`config.mk`:
```
export PLATFORM = sky130hd
export DESIGN_NAME = contiguous_slot_allocator_top
export DESIGN_NICKNAME = d
export VERILOG_FILES = /design/src/hw/rtl/csa_pkg.sv /design/src/hw/rtl/csa_ram.sv /design/src/hw/rtl/contiguous_slot_allocator_top.sv
export SDC_FILE = /design/constraint.sdc
export NUM_CORES = 2
export LEC_CHECK = 0
export BUFFER_PORTS_ARGS = -buffer_cell sky130_fd_sc_hd__buf_4
export CORE_MARGIN = 2
export CORE_UTILIZATION = 55
export DETAILED_ROUTE_END_ITERATION = 8
export HOLD_SLACK_MARGIN = 0.05
export PLACE_DENSITY = 0.73
export SLEW_MARGIN = 30
export SYNTH_ARGS = -nofsm -noshare
export SYNTH_HDL_FRONTEND = slang
export SYNTH_SLANG_ARGS = --single-unit
```
`constraint.sdc`:
```
create_clock -name i_clk -period 11.51 [get_ports i_clk]
set_clock_uncertainty 0.15 [all_clocks]
set_input_delay 1.151 -clock i_clk [delete_from_list [all_inputs] [get_ports i_clk]]
set_output_delay 1.151 -clock i_clk [all_outputs]
set_load 0.01 [all_outputs]
```
`src/hw/rtl/csa_pkg.sv`:
```
//------------------------------------------------------------------------------
// csa_pkg
// shared types and constants for the contiguous slot allocator
//------------------------------------------------------------------------------
package csa_pkg;

    localparam int unsigned SLOT_COUNT_DEF    = 256;
    localparam int unsigned TABLE_ENTRIES_DEF = 16;
    localparam int unsigned SECTION_SHIFT_DEF = 20;
    localparam int unsigned ADDR_W            = 32;
    localparam int unsigned LIMIT_W           = 9;
    localparam int unsigned WBASE_W           = 12;
    localparam int unsigned SEC_W             = 9;
    localparam logic [11:0] WBASE_RST         = 12'd3840;
    localparam logic [8:0]  LIMIT_RST         = 9'd256;

    localparam logic       REG_WBASE = 1'b0;
    localparam logic       REG_LIMIT = 1'b1;

    localparam logic       CMD_MAP   = 1'b0;
    localparam logic       CMD_UNMAP = 1'b1;

    localparam logic [2:0] ST_OK       = 3'd0;
    localparam logic [2:0] ST_BAD_ARG  = 3'd1;
    localparam logic [2:0] ST_NO_RUN   = 3'd2;
    localparam logic [2:0] ST_FULL     = 3'd3;
    localparam logic [2:0] ST_NOT_FOUND = 3'd4;

    typedef enum logic [3:0] {
        S_IDLE,
        S_CLEAR,
        S_SCAN_RD,
        S_SCAN,
        S_ENT_RD,
        S_ENT,
        S_SET,
        S_FIND_RD,
        S_FIND,
        S_FREE,
        S_OUT
    } t_state;

endpackage

```
`src/hw/rtl/csa_ram.sv`:
```
//------------------------------------------------------------------------------
// csa_ram
// generic single-port ram with registered read
//------------------------------------------------------------------------------
module csa_ram #(
    parameter int unsigned WIDTH = 8,
    parameter int unsigned DEPTH = 16
) (
    input  logic                     i_clk,
    input  logic                     i_we,
    input  logic [$clog2(DEPTH)-1:0] i_addr,
    input  logic [WIDTH-1:0]         i_wdata,
    output logic [WIDTH-1:0]         o_rdata
);
    logic [WIDTH-1:0] r_mem [DEPTH];

    always_ff @(posedge i_clk) begin
        if (i_we) begin
            r_mem[i_addr] <= i_wdata;
        end
        o_rdata <= r_mem[i_addr];
    end
endmodule

```
`src/hw/rtl/contiguous_slot_allocator_top.sv`:
```
//------------------------------------------------------------------------------
// contiguous_slot_allocator_top
// first-fit allocator of contiguous section windows over a slot bitmap
//------------------------------------------------------------------------------
// channel  dir  fields
// s_axis   in   tuser=command, tdata=phys_addr,length,virt_addr
// m_axis   out  tdata=status,mapped_addr,window_va,window_pa,window_sections
// cfg      in   we, index (0 window base, 1 slot limit), wdata
// one item at a time; map scans the slot bitmap ram slot by slot, a read state
// then a check state per slot, then takes a free table entry and marks the run;
// unmap scans the entry table then frees the run
// after reset a clearing pass over all SLOT_COUNT slots empties the bitmap ram
// the entry table uses flip-flop valid bits
// a result holds in the output register until taken; next item waits for it
//------------------------------------------------------------------------------
module contiguous_slot_allocator_top
    import csa_pkg::*;
#(
    parameter int unsigned SLOT_COUNT    = SLOT_COUNT_DEF,
    parameter int unsigned TABLE_ENTRIES = TABLE_ENTRIES_DEF,
    parameter int unsigned SECTION_SHIFT = SECTION_SHIFT_DEF
) (
    input  logic         i_clk,
    input  logic         i_rst_n,
    input  logic         i_cfg_we,
    input  logic         i_cfg_index,
    input  logic [11:0]  i_cfg_wdata,
    input  logic         s_axis_tvalid,
    output logic         s_axis_tready,
    input  logic [95:0]  s_axis_tdata,  // phys_addr, length, virt_addr
    input  logic         s_axis_tuser,  // command
    output logic         m_axis_tvalid,
    input  logic         m_axis_tready,
    output logic [111:0] m_axis_tdata   // status, mapped_addr, window_va,
                                        // window_pa, window_sections, zero pad
);
    localparam int unsigned SW = $clog2(SLOT_COUNT);
    localparam int unsigned EW = (TABLE_ENTRIES > 1) ? $clog2(TABLE_ENTRIES) : 1;
    localparam int unsigned CW = SW + 1;
    localparam int unsigned LW = (CW > LIMIT_W) ? CW : LIMIT_W;
    localparam logic [ADDR_W-1:0] SEC_MASK = ADDR_W'((64'd1 << SECTION_SHIFT) - 64'd1);
    localparam logic [CW-1:0] SLOTS_C = CW'(SLOT_COUNT);

    t_state r_state, n_state;
    logic [WBASE_W-1:0] r_wbase;
    logic [LIMIT_W-1:0] r_limit;
    logic r_cmd;
    logic [ADDR_W-1:0] r_pa, r_va, r_off;
    logic [ADDR_W:0] r_nsec;
    logic [CW-1:0] r_idx, n_idx, r_run, n_run, r_start, n_start, r_end, n_end;
    logic [EW:0] r_eidx, n_eidx;
    logic [TABLE_ENTRIES-1:0] r_valid, n_valid;
    logic [2:0] r_st, n_st;
    logic [ADDR_W-1:0] r_mapped, n_mapped, r_wva, n_wva, r_wpa, n_wpa;
    logic [SEC_W-1:0] r_wsec, n_wsec;
    logic r_ovalid, n_ovalid;

    logic bm_we, bm_wd, bm_rd;
    logic [SW-1:0] bm_addr;
    logic et_we;
    logic [EW-1:0] et_addr;
    logic [ADDR_W*2+SEC_W+CW-1:0] et_wd, et_rd;
    logic [ADDR_W-1:0] et_va, et_pa;
    logic [SEC_W-1:0] et_sec;
    logic [CW-1:0] et_slot;
    logic [CW-1:0] lim;
    logic [ADDR_W:0] total;
    logic [ADDR_W-1:0] va_calc;

    csa_ram #(.WIDTH(1), .DEPTH(SLOT_COUNT)) u_bitmap (
        .i_clk(i_clk), .i_we(bm_we), .i_addr(bm_addr), .i_wdata(bm_wd), .o_rdata(bm_rd)
    );
    csa_ram #(.WIDTH(ADDR_W*2+SEC_W+CW), .DEPTH(TABLE_ENTRIES)) u_table (
        .i_clk(i_clk), .i_we(et_we), .i_addr(et_addr), .i_wdata(et_wd), .o_rdata(et_rd)
    );

    assign {et_va, et_pa, et_sec, et_slot} = et_rd;
    assign lim = (LW'(r_limit) > LW'(SLOTS_C)) ? SLOTS_C : CW'(r_limit);
    assign total = {1'b0, s_axis_tdata[63:32]} + {1'b0, s_axis_tdata[31:0] & SEC_MASK};
    assign va_calc = ADDR_W'({20'd0, r_wbase} << SECTION_SHIFT)
                   + ADDR_W'({{(ADDR_W){1'b0}}, r_start} << SECTION_SHIFT);

    assign s_axis_tready = (r_state == S_IDLE) && !r_ovalid;
    assign m_axis_tvalid = r_ovalid;
    assign m_axis_tdata = {4'd0, r_wsec, r_wpa, r_wva, r_mapped, r_st};

    always_ff @(posedge i_clk) begin
        if (!i_rst_n) begin
            r_state <= S_CLEAR;
            r_wbase <= WBASE_RST;
            r_limit <= LIMIT_RST;
            r_valid <= '0;
            r_ovalid <= 1'b0;
            r_idx <= '0;
        end else begin
            r_state <= n_state;
            r_valid <= n_valid;
            r_ovalid <= n_ovalid;
            r_idx <= n_idx;
            if (i_cfg_we && i_cfg_index == REG_WBASE) r_wbase <= i_cfg_wdata;
            if (i_cfg_we && i_cfg_index == REG_LIMIT) r_limit <= i_cfg_wdata[LIMIT_W-1:0];
        end
    end

    always_ff @(posedge i_clk) begin
        r_run <= n_run; r_start <= n_start; r_end <= n_end; r_eidx <= n_eidx;
        r_st <= n_st; r_mapped <= n_mapped; r_wva <= n_wva; r_wpa <= n_wpa;
        r_wsec <= n_wsec;
        if (s_axis_tvalid && s_axis_tready) begin
            r_cmd <= s_axis_tuser;
            r_pa <= s_axis_tdata[31:0] & ~SEC_MASK;
            r_off <= s_axis_tdata[31:0] & SEC_MASK;
            r_va <= s_axis_tdata[95:64];
            r_nsec <= (total + {1'b0, SEC_MASK}) >> SECTION_SHIFT;
        end
    end

    always_comb begin
        n_state = r_state; n_idx = r_idx; n_run = r_run; n_start = r_start;
        n_end = r_end; n_eidx = r_eidx; n_valid = r_valid; n_st = r_st;
        n_mapped = r_mapped; n_wva = r_wva; n_wpa = r_wpa; n_wsec = r_wsec;
        n_ovalid = r_ovalid && !m_axis_tready;
        bm_we = 1'b0; bm_wd = 1'b0; bm_addr = r_idx[SW-1:0];
        et_we = 1'b0; et_addr = r_eidx[EW-1:0]; et_wd = '0;
        case (r_state)
            S_CLEAR: begin
                bm_we = 1'b1;
                n_idx = r_idx + 1'b1;
                if (r_idx == SLOTS_C - 1'b1) n_state = S_IDLE;
            end
            S_IDLE: begin
                if (s_axis_tvalid && s_axis_tready) begin
                    n_st = ST_OK; n_mapped = '0; n_wva = '0; n_wpa = '0; n_wsec = '0;
                    n_idx = '0; n_run = '0; n_eidx = '0;
                    if (s_axis_tuser == CMD_MAP) begin
                        if (s_axis_tdata[63:32] == '0) begin
                            n_st = ST_BAD_ARG; n_state = S_OUT;
                        end else n_state = S_SCAN_RD;
                    end else begin
                        if (s_axis_tdata[95:64] == '0) begin
                            n_st = ST_BAD_ARG; n_state = S_OUT;
                        end else n_state = S_FIND_RD;
                    end
                end
            end
            S_SCAN_RD: begin
                if (r_nsec > {{(ADDR_W+1-CW){1'b0}}, lim} || r_idx >= lim) begin
                    n_st = ST_NO_RUN; n_state = S_OUT;
                end else n_state = S_SCAN;
            end
            S_SCAN: begin
                n_idx = r_idx + 1'b1;
                n_state = S_SCAN_RD;
                if (!bm_rd) begin
                    n_run = r_run + 1'b1;
                    if ({{(ADDR_W+1-CW){1'b0}}, n_run} == r_nsec) begin
                        n_start = r_idx + 1'b1 - n_run;
                        n_state = S_ENT;
                        n_eidx = '0;
                    end
                end else n_run = '0;
            end
            S_ENT: begin
                if (r_eidx == (EW+1)'(TABLE_ENTRIES)) begin
                    n_st = ST_FULL; n_state = S_OUT;
                end else if (!r_valid[r_eidx[EW-1:0]]) begin
                    et_we = 1'b1;
                    et_wd = {va_calc, r_pa, SEC_W'(r_nsec), r_start};
                    n_valid[r_eidx[EW-1:0]] = 1'b1;
                    n_wva = va_calc; n_wpa = r_pa; n_wsec = SEC_W'(r_nsec);
                    n_mapped = va_calc + r_off;
                    n_idx = r_start; n_end = r_start + CW'(r_nsec);
                    n_state = S_SET;
                end else n_eidx = r_eidx + 1'b1;
            end
            S_SET: begin
                bm_we = 1'b1; bm_wd = r_cmd == CMD_MAP;
                n_idx = r_idx + 1'b1;
                if (n_idx == r_end || n_idx == SLOTS_C) n_state = S_OUT;
            end
            S_FIND_RD: begin
                if (r_eidx == (EW+1)'(TABLE_ENTRIES)) begin
                    n_st = ST_NOT_FOUND; n_state = S_OUT;
                end else n_state = S_FIND;
            end
            S_FIND: begin
                if (r_valid[r_eidx[EW-1:0]] && et_va == (r_va & ~SEC_MASK)) begin
                    n_valid[r_eidx[EW-1:0]] = 1'b0;
                    n_wva = et_va; n_wpa = et_pa; n_wsec = et_sec;
                    n_idx = et_slot; n_end = et_slot + CW'(et_sec);
                    n_state = (et_sec == '0) ? S_OUT : S_FREE;
                end else begin
                    n_eidx = r_eidx + 1'b1; n_state = S_FIND_RD;
                end
            end
            S_FREE: begin
                bm_we = 1'b1; bm_wd = 1'b0;
                n_idx = r_idx + 1'b1;
                if (n_idx == r_end || n_idx == SLOTS_C) n_state = S_OUT;
            end
            S_OUT: begin
                n_ovalid = 1'b1; n_state = S_IDLE;
            end
            default: n_state = S_IDLE;
        endcase
    end

    a_out_hold: assert property (@(posedge i_clk) disable iff (!i_rst_n)
        m_axis_tvalid && !m_axis_tready |=> m_axis_tvalid) else $error("result dropped");
    a_no_accept_busy: assert property (@(posedge i_clk) disable iff (!i_rst_n)
        r_state != S_IDLE |-> !s_axis_tready) else $error("accept while busy");
    a_ok_has_sec: assert property (@(posedge i_clk) disable iff (!i_rst_n)
        m_axis_tvalid && r_st == ST_OK |-> r_wsec != '0) else $error("empty window");
endmodule

```
==> impl_metrics.toml <==
[run]
maxCapViolations = 0

[clock_network]
tritoncts = "done"
holdBufCountCts = 0
cts_sinks = 1180
clockRootBuffer = "clkbuf_16"
path_clk_slew_ps = 70
cts_resized = 0
clk_path_buf_depth = 3
clk_latency_ps = 720
postCtsSetupBuffers = 0
htreeDepth = 3
numCtsBuffers = 114

[yosys]
netlist_area_sq_um = 49800
synthDistinctLibCells = 69
syn_avg_cell_area_sq_um = 16.6
synth_flop_cell = "edfxtp_1"
synth_cells = 2993
synthArstFlopShare_pct = 0
ys_seq_elements = 1180
synth_warnings = 0
synth_edf_count = 1086
yosysSeqAreaShare_pct = 69.3

[critical_path]
critPathArrivalTime_ps = 5480
endpoint_kind = "flip-flop"
critPathMaxFanout = 44
cp_data_required_time_ps = 11650
crit_path_start_kind = "flip-flop"
critPathKind = "flip-flop to flip-flop"

[floorplan]
row_count = 110
core-area_sq_um = 89900
io_pins = 229
die_w_microns = 305
fp.dieH_microns = 305
dieArea_sq_um = 93000
start_util_pct = 55.4

[global_routing]
grt-ovfl-total = 0
grt.total_usage_pct = 25.2
grt_pass1_wl_microns = 175000
antenna_found_initial = 5
grt_max_degree = 173
grt_pass1_vias = 27900

[route]
drtAntennaViolNets = 0
drtIter0Drc = 3355
drtPass1Iterations = 8
drt-total-wl_microns = 118000
vias_per_cell = 6.19
drcViolationCount = 0
vias = 27600
avgRoutedWirePerCell_microns = 26.3

[sta]
report.final.hold_viol_count = 0
worst_pin_slew_ps = 950
fin_crit_sh_pct = 46.4
finalCriticalPeriod_ps = 5340
max_freq_mhz = 187
slew_violations = 0
setup_viol = 0
finalSetupTns_ps = 0
maxSlewHeadroom_pct = 36.7
rsz0062_at_grt = "no"

[power]
cellLeakagePower_nw = 18.7
power_mw = 12.4
peakVddDrop_mv = 0.170
powerDensity_nw_per_um2 = 219

[finish]
area_growth_pct = 13.2
fillers = 6351
drive_gt1_share_pct = 22.7
nets = 3408

[placement]
dpl.hpwl_microns = 70100
io_buffer_count = 184
gp_congestion = 0.883

[hold_path]
hold_path_class = "flip-flop to flip-flop"

[run_status]
status = "finished, final reports clean"
==> final cells by class <==
type	count	area [sq um]	area share (%)
sequential	1180	34500	61.2
multi-input combinational	1540	14200	25.2
clock buffer	151	3130	5.56
timing repair buffer	234	1880	3.33
tap	1176	1470	2.61
clock inverter	65	706	1.25
inverter	119	447	0.793
antenna	3	7.51	0.0133
==> logic make-up after synthesis <==
kind of cell | after synthesis | synth area share [%]
other cells | 1 | 0.00753
compound gates | 263 | 3.60
fa+ha+maj | 104 | 2.67
buf+inv | 316 | 2.79
flops | 1180 | 69.3
xor+xnor | 88 | 1.75
mux | 304 | 13.2
simple gates | 737 | 6.71
==> cell usage after synthesis, drive strengths merged (22+ instances only) <==
master     n  area (sq um)
and2      61           382
nand2    138           518
dfxtp     94          1880
clkbuf   111           417
nor2b     24           150
a21oi     55           290
xor2      35           307
nor2     343          1290
mux4     282          6350
o21ai     48           240
nand3     58           290
o21a      23           173
buf       86           528
a21boi    22           165
inv      118           443
a21o      23           173
xnor2     46           403
edfxtp  1086         32600
ha       100          1250
==> layout by cell type (no fill, tap or decap), types with 23 or more instances in the layout <==
master	synthesis	final
a21o_1	23	23
a21oi_1	51	50
and2_1	61	60
buf_4	47	220
clkbuf_1	111	24
clkbuf_16	0	115
conb_1	1	44
dfxtp_1	94	91
edfxtp_1	1086	1086
ha_1	100	100
inv_1	118	114
mux4_2	282	282
nand2_1	138	138
nand3_1	58	50
nor2_1	343	333
nor2b_1	24	24
o21a_1	23	23
o21ai_0	42	42
xnor2_1	46	46
xor2_1	35	35
==> state kept, by name, indices dropped and copies added (netlist names), 12 cells and up, named ones only <==
| name | flops |
|---|---|
| u_table.r_mem | 672 |
| r_va | 12 |
| u_table.o_rdata | 42 |
| r_nsec | 13 |
| r_wpa | 12 |
| u_bitmap.r_mem | 256 |
| r_wbase | 12 |
| r_pa | 12 |
| r_mapped | 32 |
| r_wva | 12 |
| r_off | 20 |
==> final timing paths <==
kind,endpoint,start,slack (ps),cells past startpoint
worst max-delay path,u_table.r_mem[1][13],r_eidx[2],6170,9
worst min-delay path,r_limit[2],r_limit[2],320,2
worst max register to register,u_table.r_mem[1][13],r_eidx[2],6170,9
worst min register to register,r_limit[2],r_limit[2],320,2
==> where the power goes <==
part / internal (mW) / switching [mW]
registers: 5.16 / 0.293
logic: 1.44 / 1.71
clock network: 2.14 / 1.62
total: 8.74 / 3.62
==> layer usage <==
layer  part of all wire [%]  global-route usage (%)  wire [microns]
met3                    8.6                    4.49           10100
met4                    3.2                    8.85            3750
met1                     38                    33.9           45100
met5                  0.020                       0              23
met2                     50                    41.9           58500
==> per-stage QoR <==
step | worst slack [ps] | instance area (sq um) | instances | utilization (%) | hold slack, ps
final | 6170 | 56400 | 4468 | 62.7 | 318
after global routing | 5850 | 56400 | 4465 | 62.7 | 350
after CTS | 6120 | 56200 | 4462 | 62.6 | 322
after detailed placement | 6200 | 52400 | 4246 | 58.3 | 314
after global placement | 6000 | 52300 | 4240 | 58.2 | 302
after floorplan | 3230 | 50000 | 3036 | - | 289
==> worst max-delay path: stages, from the launching register on <==
cell and delay [ps]:
edfxtp_1 760, buf_6 270, buf_4 690, mux4_2 590
mux2i_1 160, mux2i_1 230, nor3_2 210, buf_4 520
and3_2 630, buf_4 610
Power figures use the tool's default switching activity.
